### config.mk
export PLATFORM = sky130hd
export DESIGN_NAME = json_string_escaper
export DESIGN_NICKNAME = d
export VERILOG_FILES = /design/src/hdl/jse_pkg.sv /design/src/hdl/jse_front.sv /design/src/hdl/jse_fifo.sv /design/src/hdl/jse_back.sv /design/src/hdl/json_string_escaper.sv
export SDC_FILE = /design/constraint.sdc
export NUM_CORES = 1
export LEC_CHECK = 0
export ABC_AREA = 0
export BUFFER_PORTS_ARGS = -buffer_cell sky130_fd_sc_hd__buf_4
export CAP_MARGIN = 0
export CORE_MARGIN = 3
export CORE_UTILIZATION = 49
export CTS_BUF_LIST = sky130_fd_sc_hd__clkbuf_16
export CTS_CLUSTER_DIAMETER = 200
export DETAILED_ROUTE_END_ITERATION = 8
export GPL_TIMING_DRIVEN = 0
export PLACE_DENSITY = 0.68
export RECOVER_POWER = 50
export SLEW_MARGIN = 20
export SYNTH_ARGS = -nofsm -noshare
export SYNTH_HDL_FRONTEND = slang
export SYNTH_HIERARCHICAL = 1
export SYNTH_SLANG_ARGS = --single-unit
### constraint.sdc
create_clock -name i_clk -period 7.7 [get_ports i_clk]
set_clock_uncertainty 0.05 [all_clocks]
set_input_delay 1.54 -clock i_clk [delete_from_list [all_inputs] [get_ports i_clk]]
set_output_delay 1.54 -clock i_clk [all_outputs]
set_load 0.01 [all_outputs]
### src/hdl/jse_pkg.sv
// Package for the JSON string escaper: input selector codes, character codes,
// the job record passed from the front end to the emitter, and the hex digit helper.
// Used by every module of the block; depends on nothing.
package jse_pkg;

    localparam int JSE_FIFO_DEPTH = 4;

    localparam logic [1:0] FUNC_OPEN  = 2'd0;
    localparam logic [1:0] FUNC_DATA  = 2'd1;
    localparam logic [1:0] FUNC_CLOSE = 2'd2;

    localparam logic [7:0] CH_QUOTE     = 8'h22;
    localparam logic [7:0] CH_BACKSLASH = 8'h5C;
    localparam logic [7:0] CH_BS        = 8'h08;
    localparam logic [7:0] CH_FF        = 8'h0C;
    localparam logic [7:0] CH_LF        = 8'h0A;
    localparam logic [7:0] CH_CR        = 8'h0D;
    localparam logic [7:0] CH_TAB       = 8'h09;
    localparam logic [7:0] CH_LOW_B     = 8'h62;
    localparam logic [7:0] CH_LOW_F     = 8'h66;
    localparam logic [7:0] CH_LOW_N     = 8'h6E;
    localparam logic [7:0] CH_LOW_R     = 8'h72;
    localparam logic [7:0] CH_LOW_T     = 8'h74;
    localparam logic [7:0] CH_LOW_U     = 8'h75;
    localparam logic [7:0] CH_SPACE     = 8'h20;
    localparam logic [7:0] CH_TILDE     = 8'h7E;
    localparam logic [7:0] LEAD_THREE   = 8'hE0;

    // Kinds of work the emitter carries out.
    typedef enum logic [1:0] {
        JK_CHAR = 2'd0,   // one character, val[7:0]
        JK_ESC2 = 2'd1,   // backslash, then val[7:0]
        JK_UESC = 2'd2    // backslash, u, four hex digits of val
    } t_job_kind;

    typedef struct packed {
        t_job_kind   kind;
        logic [15:0] val;
    } t_job;

    localparam logic [2:0] STEP_LAST_CHAR = 3'd0;
    localparam logic [2:0] STEP_LAST_ESC2 = 3'd1;
    localparam logic [2:0] STEP_LAST_UESC = 3'd5;

    function automatic logic [7:0] hex_char(input logic [3:0] nib);
        logic [7:0] wide;
        wide = {4'h0, nib};
        return (nib < 4'd10) ? (8'h30 + wide) : (8'h37 + wide);
    endfunction

endpackage

### src/hdl/jse_front.sv
// Front end of the JSON string escaper: accepts input items, tracks UTF-8
// sequences, holds the escape_unicode register and classifies each item into a job.
// Depends on jse_pkg.
module jse_front (
    input  logic          i_clk,
    input  logic          i_rst_n,
    input  logic          i_valid,
    output logic          o_ready,
    input  logic [1:0]    i_func,
    input  logic [7:0]    i_data_byte,
    input  logic          i_cfg_valid,
    output logic          o_cfg_ready,
    input  logic          i_cfg_escape_unicode,
    input  logic          i_full,
    output logic          o_push,
    output jse_pkg::t_job o_job
);
    import jse_pkg::*;

    logic [1:0]  r_pend, n_pend;
    logic [15:0] r_accum, n_accum;
    logic        r_esc;
    logic        accept;

    assign o_ready     = !i_full;
    assign o_cfg_ready = 1'b1;
    assign accept      = i_valid && !i_full;

    always_comb begin
        n_pend  = r_pend;
        n_accum = r_accum;
        o_push  = 1'b0;
        o_job   = '{kind: JK_CHAR, val: 16'h0000};
        if (accept) begin
            case (i_func)
                FUNC_OPEN, FUNC_CLOSE: begin
                    n_pend  = 2'd0;
                    n_accum = 16'h0000;
                    o_push  = 1'b1;
                    o_job   = '{kind: JK_CHAR, val: {8'h00, CH_QUOTE}};
                end
                FUNC_DATA: begin
                    if (r_pend != 2'd0) begin
                        // Continuation byte: only its low six bits count.
                        n_accum = {r_accum[9:0], i_data_byte[5:0]};
                        n_pend  = r_pend - 2'd1;
                        if (r_pend == 2'd1) begin
                            o_push  = 1'b1;
                            o_job   = '{kind: JK_UESC, val: {r_accum[9:0], i_data_byte[5:0]}};
                            n_accum = 16'h0000;
                        end
                    end else begin
                        o_push = 1'b1;
                        case (i_data_byte)
                            CH_QUOTE:     o_job = '{kind: JK_ESC2, val: {8'h00, CH_QUOTE}};
                            CH_BACKSLASH: o_job = '{kind: JK_ESC2, val: {8'h00, CH_BACKSLASH}};
                            CH_BS:        o_job = '{kind: JK_ESC2, val: {8'h00, CH_LOW_B}};
                            CH_FF:        o_job = '{kind: JK_ESC2, val: {8'h00, CH_LOW_F}};
                            CH_LF:        o_job = '{kind: JK_ESC2, val: {8'h00, CH_LOW_N}};
                            CH_CR:        o_job = '{kind: JK_ESC2, val: {8'h00, CH_LOW_R}};
                            CH_TAB:       o_job = '{kind: JK_ESC2, val: {8'h00, CH_LOW_T}};
                            default: begin
                                if (!r_esc) begin
                                    o_job = '{kind: JK_CHAR, val: {8'h00, i_data_byte}};
                                end else if (!i_data_byte[7]) begin
                                    if (i_data_byte >= CH_SPACE && i_data_byte <= CH_TILDE) begin
                                        o_job = '{kind: JK_CHAR, val: {8'h00, i_data_byte}};
                                    end else begin
                                        o_job = '{kind: JK_UESC, val: {8'h00, i_data_byte}};
                                    end
                                end else if (i_data_byte < LEAD_THREE) begin
                                    // Two-byte lead, stray continuation bytes included.
                                    o_push  = 1'b0;
                                    n_pend  = 2'd1;
                                    n_accum = {11'h000, i_data_byte[4:0]};
                                end else begin
                                    // Three-byte lead; four-byte leads keep the low nibble too.
                                    o_push  = 1'b0;
                                    n_pend  = 2'd2;
                                    n_accum = {12'h000, i_data_byte[3:0]};
                                end
                            end
                        endcase
                    end
                end
                default: ;
            endcase
        end
    end

    always_ff @(posedge i_clk) begin
        if (!i_rst_n) begin
            r_pend  <= 2'd0;
            r_accum <= 16'h0000;
            r_esc   <= 1'b0;
        end else begin
            r_pend  <= n_pend;
            r_accum <= n_accum;
            if (i_cfg_valid) begin
                r_esc <= i_cfg_escape_unicode;
            end
        end
    end

    a_pend_range: assert property (@(posedge i_clk) disable iff (!i_rst_n)
        r_pend != 2'd3)
        else $error("front: pending count out of range");

    a_seq_end_push: assert property (@(posedge i_clk) disable iff (!i_rst_n)
        (accept && i_func == FUNC_DATA && r_pend == 2'd1) |-> (o_push && o_job.kind == JK_UESC))
        else $error("front: finished sequence produced no escape job");

    a_no_push_stalled: assert property (@(posedge i_clk) disable iff (!i_rst_n)
        o_push |-> accept)
        else $error("front: job pushed without an accepted item");

endmodule

### src/hdl/jse_fifo.sv
// Short job queue between the front end and the emitter, built from flip-flops.
// Depends on jse_pkg only for the common import convention.
module jse_fifo #(
    parameter int WIDTH = 18,
    parameter int DEPTH = 4
) (
    input  logic             i_clk,
    input  logic             i_rst_n,
    input  logic             i_push,
    input  logic [WIDTH-1:0] i_data,
    input  logic             i_pop,
    output logic [WIDTH-1:0] o_data,
    output logic             o_empty,
    output logic             o_full
);
    import jse_pkg::*;

    localparam int PW = (DEPTH > 1) ? $clog2(DEPTH) : 1;
    localparam int CW = $clog2(DEPTH + 1);
    localparam logic [PW-1:0] PTR_LAST = PW'(DEPTH - 1);
    localparam logic [CW-1:0] CNT_FULL = CW'(DEPTH);

    logic [WIDTH-1:0] r_mem [DEPTH];
    logic [PW-1:0]    r_wr, r_rd;
    logic [CW-1:0]    r_cnt;
    logic             do_push, do_pop;

    assign o_empty = (r_cnt == '0);
    assign o_full  = (r_cnt == CNT_FULL);
    assign o_data  = r_mem[r_rd];
    assign do_push = i_push && !o_full;
    assign do_pop  = i_pop && !o_empty;

    always_ff @(posedge i_clk) begin
        if (do_push) begin
            r_mem[r_wr] <= i_data;
        end
    end

    always_ff @(posedge i_clk) begin
        if (!i_rst_n) begin
            r_wr  <= '0;
            r_rd  <= '0;
            r_cnt <= '0;
        end else begin
            if (do_push) begin
                r_wr <= (r_wr == PTR_LAST) ? '0 : r_wr + PW'(1);
            end
            if (do_pop) begin
                r_rd <= (r_rd == PTR_LAST) ? '0 : r_rd + PW'(1);
            end
            case ({do_push, do_pop})
                2'b10:   r_cnt <= r_cnt + CW'(1);
                2'b01:   r_cnt <= r_cnt - CW'(1);
                default: r_cnt <= r_cnt;
            endcase
        end
    end

    a_no_overflow: assert property (@(posedge i_clk) disable iff (!i_rst_n)
        !(i_push && o_full))
        else $error("fifo: push while full");

    a_no_underflow: assert property (@(posedge i_clk) disable iff (!i_rst_n)
        !(i_pop && o_empty))
        else $error("fifo: pop while empty");

    a_count_range: assert property (@(posedge i_clk) disable iff (!i_rst_n)
        r_cnt <= CNT_FULL)
        else $error("fifo: count beyond depth");

endmodule

### src/hdl/jse_back.sv
// Emitter of the JSON string escaper: walks the job at the head of the queue one
// character per cycle, while the output is not stalled, into the output register. Depends on jse_pkg.
module jse_back (
    input  logic          i_clk,
    input  logic          i_rst_n,
    input  logic          i_empty,
    input  jse_pkg::t_job i_job,
    output logic          o_pop,
    output logic          o_valid,
    input  logic          i_ready,
    output logic [7:0]    o_out_char,
    output logic          o_run_last
);
    import jse_pkg::*;

    logic [2:0] r_step, n_step;
    logic       r_out_valid, n_out_valid;
    logic [7:0] r_out_char, n_out_char;
    logic       r_run_last, n_run_last;
    logic [2:0] last_step;
    logic [7:0] ch;
    logic       can_load;

    assign o_valid    = r_out_valid;
    assign o_out_char = r_out_char;
    assign o_run_last = r_run_last;
    assign can_load   = !r_out_valid || i_ready;

    always_comb begin
        case (i_job.kind)
            JK_CHAR: last_step = STEP_LAST_CHAR;
            JK_ESC2: last_step = STEP_LAST_ESC2;
            JK_UESC: last_step = STEP_LAST_UESC;
            default: last_step = STEP_LAST_CHAR;
        endcase
    end

    always_comb begin
        ch = CH_BACKSLASH;
        case (i_job.kind)
            JK_CHAR: ch = i_job.val[7:0];
            JK_ESC2: ch = (r_step == 3'd0) ? CH_BACKSLASH : i_job.val[7:0];
            JK_UESC: begin
                case (r_step)
                    3'd0:    ch = CH_BACKSLASH;
                    3'd1:    ch = CH_LOW_U;
                    3'd2:    ch = hex_char(i_job.val[15:12]);
                    3'd3:    ch = hex_char(i_job.val[11:8]);
                    3'd4:    ch = hex_char(i_job.val[7:4]);
                    default: ch = hex_char(i_job.val[3:0]);
                endcase
            end
            default: ch = CH_BACKSLASH;
        endcase
    end

    always_comb begin
        n_step      = r_step;
        n_out_valid = r_out_valid;
        n_out_char  = r_out_char;
        n_run_last  = r_run_last;
        o_pop       = 1'b0;
        if (can_load) begin
            n_out_valid = !i_empty;
            if (!i_empty) begin
                n_out_char = ch;
                n_run_last = (r_step == last_step);
                if (r_step == last_step) begin
                    o_pop  = 1'b1;
                    n_step = 3'd0;
                end else begin
                    n_step = r_step + 3'd1;
                end
            end
        end
    end

    always_ff @(posedge i_clk) begin
        if (!i_rst_n) begin
            r_step      <= 3'd0;
            r_out_valid <= 1'b0;
        end else begin
            r_step      <= n_step;
            r_out_valid <= n_out_valid;
        end
        r_out_char <= n_out_char;
        r_run_last <= n_run_last;
    end

    a_step_range: assert property (@(posedge i_clk) disable iff (!i_rst_n)
        r_step <= STEP_LAST_UESC)
        else $error("back: step counter out of range");

    a_stall_holds_step: assert property (@(posedge i_clk) disable iff (!i_rst_n)
        (r_out_valid && !i_ready) |=> (r_step == $past(r_step)))
        else $error("back: step advanced during an output stall");

    a_pop_marks_last: assert property (@(posedge i_clk) disable iff (!i_rst_n)
        o_pop |=> (r_out_valid && r_run_last))
        else $error("back: job retired without a last character");

endmodule

### src/hdl/json_string_escaper.sv
// JSON string escaper top level: front end, job queue and character emitter.
// The first character of an accepted item is written into the job queue, then loaded into the output register.
// Throughput: one item per cycle while each yields one character and the output is not stalled; an
// escaped item holds the emitter while it emits each of its characters, and the job queue absorbs bursts.
// Reset (synchronous, active low) clears the sequence state, escape_unicode, and the queue.
module json_string_escaper #(
    parameter int FIFO_DEPTH = jse_pkg::JSE_FIFO_DEPTH
) (
    input  logic       i_clk,
    input  logic       i_rst_n,
    input  logic       i_valid,
    output logic       o_ready,
    input  logic [1:0] i_func,
    input  logic [7:0] i_data_byte,
    output logic       o_valid,
    input  logic       i_ready,
    output logic [7:0] o_out_char,
    output logic       o_run_last,
    input  logic       i_cfg_valid,
    output logic       o_cfg_ready,
    input  logic       i_cfg_escape_unicode
);
    import jse_pkg::*;

    localparam int JOB_W = $bits(t_job);

    t_job             push_job;
    t_job             head_job;
    logic [JOB_W-1:0] head_bits;
    logic             push, pop, full, empty;

    assign head_job = t_job'(head_bits);

    jse_front u_front (
        .i_clk                (i_clk),
        .i_rst_n              (i_rst_n),
        .i_valid              (i_valid),
        .o_ready              (o_ready),
        .i_func               (i_func),
        .i_data_byte          (i_data_byte),
        .i_cfg_valid          (i_cfg_valid),
        .o_cfg_ready          (o_cfg_ready),
        .i_cfg_escape_unicode (i_cfg_escape_unicode),
        .i_full               (full),
        .o_push               (push),
        .o_job                (push_job)
    );

    jse_fifo #(
        .WIDTH (JOB_W),
        .DEPTH (FIFO_DEPTH)
    ) u_fifo (
        .i_clk   (i_clk),
        .i_rst_n (i_rst_n),
        .i_push  (push),
        .i_data  (push_job),
        .i_pop   (pop),
        .o_data  (head_bits),
        .o_empty (empty),
        .o_full  (full)
    );

    jse_back u_back (
        .i_clk      (i_clk),
        .i_rst_n    (i_rst_n),
        .i_empty    (empty),
        .i_job      (head_job),
        .o_pop      (pop),
        .o_valid    (o_valid),
        .i_ready    (i_ready),
        .o_out_char (o_out_char),
        .o_run_last (o_run_last)
    );

endmodule
==> results of run 1 <==
flip-flops by register name, indices dropped and copies added (netlist names), named ones only:
register	flops
u_fifo/r_wr	2
u_fifo/r_rd	2
u_front/r_accum	10
u_back/o_valid	1
u_back/o_out_char	8
u_back/o_run_last	1
u_back/r_step	3
u_front/r_pend	2
u_front/r_esc	1
u_fifo/r_mem	72
u_fifo/r_cnt	3
synthesized netlist by cell type, types with 9 or more instances:
master    instances  area (um2)
and2_1           19         119
nor2b_1           9        56.3
a21oi_1          20         100
inv_1            26        97.6
nand2_1          37         139
mux4_2           10         225
edfxtp_1         81        2430
a21boi_0         16         120
dfxtp_1          26         521
nor2_1           22        82.6
nand4_1           9        56.3
o21ai_0          18        90.1
nand3_1          15        75.1
ha_1             19         238
stage by stage:
stage | total power [W] | hold slack (ns) | instances | worst slack [ns]
6_report | 0.00152 | 0.413 | 631 | 3.46
2_1_floorplan | 0.00101 | 0.386 | 452 | 4.10
3_3_place_gp | 0.00113 | 0.400 | 615 | 3.82
4_1_cts | 0.00155 | 0.418 | 631 | 3.89
3_5_place_dp | 0.00114 | 0.408 | 615 | 3.70
5_1_grt | 0.00161 | 0.441 | 631 | 3.09
worst reg2reg max path: stages, from the launching register on:
cell      delay [ns]
dfxtp_1         0.31
clkbuf_1        0.37
clkbuf_1        0.53
mux4_2          0.44
inv_1           0.11
ha_1            0.28
xor2_1          0.10
nor3_1          0.23
and2_0          0.24
o31ai_1         0.16
inv_1           0.10
ha_1            0.18
inv_1           0.06
fa_1            0.37
xor2_1          0.16
or3_1           0.31
a21boi_0        0.18
cell type report:
| cell class | count | area (um2) | share of cell area, % |
|---|---|---|---|
| sequential | 107 | 2950 | 48.7 |
| multi-input combinational | 298 | 2280 | 37.7 |
| clock buffer | 9 | 225 | 3.72 |
| tap | 140 | 175 | 2.89 |
| buffer | 21 | 155 | 2.56 |
| timing repair buffer | 23 | 128 | 2.11 |
| inverter | 26 | 97.6 | 1.61 |
| clock inverter | 7 | 43.8 | 0.723 |
per-layer routing:
| metal | share of wire (%) | up-vias | global-route usage, % |
|---|---|---|---|
| met5 | 0 | - | 0 |
| met4 | 1.9 | 0 | 5.85 |
| met3 | 3.7 | 14 | 3.99 |
| met2 | 49 | 66 | 30.4 |
| met1 | 45 | 1763 | 23.4 |
| li1 | - | 1771 | - |
worst paths after layout:
| check | cells after the start | end |
|---|---|---|
| worst max-delay path | 16 | u_fifo/r_cnt[2] |
| worst min-delay path | 2 | u_front/r_accum[6] |
| worst min register to register | 2 | u_front/r_accum[6] |
| worst max register to register | 16 | u_fifo/r_cnt[2] |
kinds of logic (layout without fill, tap and decap cells):
| kind of cell | Yosys count | in the layout | synth area share, % |
|---|---|---|---|
| xor gates and xnor gates | 9 | 9 | 1.43 |
| buffers and inverters | 47 | 86 | 4.77 |
| and+or+nand+nor | 145 | 145 | 14.2 |
| muxes | 22 | 22 | 8.63 |
| adders and majority gates | 20 | 20 | 4.68 |
| DFF | 107 | 107 | 53.6 |
| other | 1 | 1 | 0.0681 |
| AOI/OAI and AO/OA | 101 | 101 | 12.6 |
power groups by stage:
| stage | Clock (W) | Sequential [W] | Combinational [W] |
|---|---|---|---|
| after floorplan | 0 | 0.000721 | 0.000292 |
| after global placement | 0 | 0.000714 | 0.000420 |
| after detailed placement | 0 | 0.000716 | 0.000422 |
| after CTS | 0.000425 | 0.000704 | 0.000424 |
| after global routing | 0.000454 | 0.000709 | 0.000452 |
| final | 0.000414 | 0.000703 | 0.000405 |
==> reports/results.ini, run 1 <==
[routing]
via_per_inst = 5.73
via_count = 3614
ant_nets = 0
wl_mm = 10.8
drt_iter0_markers = 234
wl_per_cell_um = 17.0
dr.pass1.iters = 5
drc_errors = 0

[worst_setup_path]
cp_slowest_stage_delay_ns = 0.52
critPathBufInv = 5
worstPathCellList = clkbuf_1 > clkbuf_1 > mux4_2 > inv_1 > ha_1 > xor2_1 > nor3_1 > and2_0 > o31ai_1 > inv_1 > ha_1 > inv_1 > fa_1 > xor2_1 > or3_1 > a21boi_0
crit_path_frequent_cell = inv_1
endpoint_kind = register
worst-path-max-fanout = 10
required_ns = 7.92
crit_path_top_delay_cell = clkbuf_1
crit_arrival_ns = 4.45
reg2reg_slack_ns = 3.46
cp-start-kind = register
crit_type = register to register
crit_family = buffers and inverters

[cts]
cts_setup_buffers = 0
cts_sinks = 107
clk_latency_ns = 0.34
cts_resized = 0
cts_buffers = 9
cts_tree = built
clockRootBuffer = clkbuf_16
htree_levels = 3
cts.path.max_buffers = 2
ctsHoldBuffers = 0
clk_pin_slew_worst_paths_ns = 0.07

[pwr]
p_sw_w = 0.000459
peakVddDrop_uv = 107
power.density_nw_per_um2 = 251
leakage_nw = 2.15
intPower_w = 0.00106
combPwrFrac_pct = 26.6
p_clk_share_pct = 27.2
p_seq_share_pct = 46.2
swShare_pct = 30.2

[global_routing]
grt_first_pass_wirelength_mm = 17.8
grt_antenna_before_repair = 0
grt_max_degree = 19
grt-ovfl-total = 0
grt_pass1_vias = 3547
grt_usage_pct = 18.0

[synth]
yosysSeqAreaShare_pct = 53.6
synth_edf_count = 81
syn_avg_cell_area_um2 = 12.2
synth_cell_types = 66
syn_area_um2 = 5510
ys_async_sr_fraction_pct = 0
ys.flop_type = edfxtp_1
netlist_instances = 452
yosys_warnings = 6
synth_fp_nets = 488
ys_ff_latch = 107

[layout]
nets = 522
syn_to_final_growth_pct = 10.0
layout_commonest_cell = edfxtp_1
final_cell_mix = 81 x edfxtp_1, 37 x nand2_1, 27 x inv_1
n_antenna_cell = 0
final_core_util_pct = 55.4
fillers = 930
post-route-cell-area_um2 = 6060
drive_gt1_share_pct = 11.0

[worst_hold_path]
hold_path_class = register to register
hold_path.startpoint = u_front/r_accum[6]

[floorplan]
core_um2 = 10900
io_pins = 28
die_h_um = 112
start_util_pct = 50.4
die_area_um2 = 12500
die_w_um = 112
row_count = 38

[status]
status = complete, no violations

[job]
maxCapViolCount = 0

[timing]
rsz0062_at_grt = no
hold_viol_final = 0
fin_crit_sh_pct = 55.0
drv_slew = 0
tightest_slew_ns = 0.956
fin_tns_setup_ns = 0
max_freq_mhz = 236
slew_headroom_pct = 36.3
period_needed_ns = 4.24
finalSetupViolations = 0

[place]
placed_area_um2 = 5860
dpl.hpwl_mm = 7.80
gp_congestion = 0.935
port_buffers = 23

Note: power is estimated with default switching activity, not from simulation.
==> run 2: changes to the inputs <==
==> constraint.sdc (replaced) <==
create_clock -name i_clk -period 3.9 [get_ports i_clk]
set_clock_uncertainty 0.05 [all_clocks]
set_input_delay 0.78 -clock i_clk [delete_from_list [all_inputs] [get_ports i_clk]]
set_output_delay 0.78 -clock i_clk [all_outputs]
set_load 0.01 [all_outputs]
==> run 2 against run 1 <==
Compared with the run above:
- first-iteration DRC count shrank 7.3%
- critical path type unchanged
- global-route usage is the same
- die area is the same
- count of clock-buffer cells in the layout unchanged
- sequential share of layout area fell by 0.11 points
==> reports/results.ini, run 2 (synthesis gave the netlist of run 1 again) <==
[pwr]
leakage_nw = 2.16  ; was 2.15 nW
power.density_nw_per_um2 = 496  ; was 251 nW/um2
power_w = 0.00301  ; was 0.00152 W
peakVddDrop_uv = 210  ; was 107 uV

[routing]
via_count = 3617  ; was 3614
via_per_inst = 5.73  ; about the same
ant_nets = 0  ; unchanged
wl_per_cell_um = 17.0  ; about the same
drc_errors = 0  ; unchanged
wl_mm = 10.7  ; was 10.8 mm
drt_iter0_markers = 217  ; was 234
dr.pass1.iters = 5  ; unchanged

[timing]
drv_slew = 0  ; unchanged
period_needed_ns = 3.63  ; was 4.24 ns
hold_viol_final = 0  ; unchanged
fin_crit_sh_pct = 93.1  ; was 55.0%
max_freq_mhz = 275  ; was 236 MHz
rsz0062_at_grt = no  ; unchanged
finalSetupViolations = 0  ; unchanged
tightest_slew_ns = 0.945  ; was 0.956 ns
slew_headroom_pct = 36.5  ; was 36.3%
fin_tns_setup_ns = 0  ; unchanged

[floorplan]
die_w_um = 112  ; unchanged
core_um2 = 10900  ; unchanged
io_pins = 28  ; unchanged
start_util_pct = 50.4  ; unchanged
row_count = 38  ; unchanged
die_area_um2 = 12500  ; unchanged
die_h_um = 112  ; unchanged

[layout]
layout.area.seq_um2 = 2950  ; unchanged
layout_commonest_cell = edfxtp_1  ; unchanged
multi_input_area_um2 = 2290  ; was 2280 um2
fillers = 934  ; was 930
largest_register_ffs = 72  ; unchanged
syn_to_final_growth_pct = 10.3  ; was 10.0%
finalNonFillerCells = 631  ; unchanged
n_antenna_cell = 0  ; unchanged
nets = 522  ; unchanged
drive_gt1_share_pct = 12.0  ; was 11.0%
regMostFlops = u_fifo/r_mem  ; unchanged
final_cell_mix = 81 x edfxtp_1, 37 x nand2_1, 27 x inv_1  ; unchanged

[place]
dpl.hpwl_mm = 7.80  ; unchanged
gp_congestion = 0.935  ; unchanged
port_buffers = 23  ; unchanged
dpl.cell_count = 615  ; unchanged

[worst_setup_path]
required_ns = 4.12  ; was 7.92 ns
regToRegEndpoint = u_fifo/r_cnt[2]  ; unchanged
ff2ff_path_depth = 16  ; unchanged
cp-start-kind = register  ; unchanged
crit_arrival_ns = 3.85  ; was 4.45 ns
worst-path-max-fanout = 10  ; unchanged
crit_type = register to register  ; unchanged
reg2reg_slack_ns = 0.27  ; was 3.46 ns
endpoint_kind = register  ; unchanged

[status]
status = complete, no violations  ; unchanged

[cts]
clk_pin_slew_worst_paths_ns = 0.07  ; about the same
clockRootBuffer = clkbuf_16  ; unchanged
cts_tree = built  ; unchanged
htree_levels = 3  ; unchanged
cts.path.max_buffers = 2  ; unchanged
cts_setup_buffers = 0  ; unchanged
cts_sinks = 107  ; unchanged
cts_buffers = 9  ; unchanged
clk_latency_ns = 0.34  ; about the same

[global_routing]
grt_pass1_vias = 3547  ; unchanged
grt-ovfl-total = 0  ; unchanged
grt_antenna_before_repair = 0  ; unchanged
grt_first_pass_wirelength_mm = 17.8  ; unchanged
grt_usage_pct = 18.0  ; unchanged
grt_max_degree = 19  ; unchanged

[worst_hold_path]
hold_path.startpoint = u_front/r_accum[6]  ; unchanged
whs_endpoint = u_front/r_accum[6]  ; unchanged
hold_path_class = register to register  ; unchanged
hold_path_depth = 2  ; unchanged

[job]
maxCapViolCount = 0  ; unchanged

==> run 2: cell count changes in the layout (fill, tap and decap cells not counted), moves of 2 or more <==
cell and change:
and2_0 -2, buf_2 +2, and2_1 +2, clkbuf_1 -3
==> run 2: worst max-delay path by stage <==
stage / start / to / slack [ns]
2_1_floorplan: register / u_fifo/r_cnt[2] / 0.58
5_1_grt: register / u_fifo/r_cnt[2] / 0.02
3_5_place_dp: register / u_fifo/r_cnt[2] / 0.12
3_3_place_gp: register / u_fifo/r_cnt[2] / 0.21
6_report: register / u_fifo/r_cnt[2] / 0.27
4_1_cts: register / u_fifo/r_cnt[2] / 0.09
==> run 2: worst max-delay path: stages, from the launching register on <==
cell,delay [ns]
dfxtp_1,0.32
buf_6,0.16
buf_12,0.16
mux4_2,0.54
inv_1,0.11
ha_1,0.24
xor2_1,0.15
nor3_2,0.13
and2_1,0.21
o31ai_2,0.12
inv_1,0.08
ha_1,0.18
inv_1,0.06
fa_1,0.37
xor2_1,0.16
or3_1,0.31
a21boi_0,0.18
==> run 2: layout make-up <==
| cell class | count | share of cell area [%] |
|---|---|---|
| Clock buffer | 9 | 3.71 |
| Tap cell | 140 | 2.88 |
| Sequential cell | 107 | 48.6 |
| Buffer | 21 | 2.66 |
| Inverter | 26 | 1.61 |
| Clock inverter | 7 | 0.721 |
| Multi-Input combinational cell | 298 | 37.7 |
| Timing Repair Buffer | 23 | 2.10 |
==> run 2: through the flow <==
step,utilization [%],setup slack (ns),area [um2],hold WS [ns]
6_report,55.5,0.269,6070,0.415
5_1_grt,55.5,0.0168,6070,0.441
4_1_cts,56.0,0.0877,6120,0.418
3_5_place_dp,53.5,0.116,5860,0.408
3_3_place_gp,53.5,0.212,5860,0.400
2_1_floorplan,-,0.579,5510,0.386
==> run 2: what timing repair did <==
item,4_1_cts,5_1_grt
resized for setup,0,4
hold buffers,0,0
endpoints found under the setup margin,0,1
hold endpoints to repair,0,0
==> run 2: layer usage <==
| metal | track usage (%) | up-vias | routed length [um] |
|---|---|---|---|
| met3 | 3.99 | 15 | 446 |
| met1 | 23.4 | 1747 | 4770 |
| met5 | 0 | - | 0 |
| met4 | 5.85 | 0 | 220 |
| met2 | 30.4 | 83 | 5290 |
| li1 | - | 1772 | - |
==> run 2: report_power, final <==
| group | internal, W | leakage, nW | switching [W] |
|---|---|---|---|
| clock | 0.000431 | 0.141 | 0.000387 |
| combinational | 0.000329 | 1.03 | 0.000478 |
| sequential | 0.00134 | 0.988 | 0.0000456 |
| total | 0.00210 | 2.16 | 0.000910 |
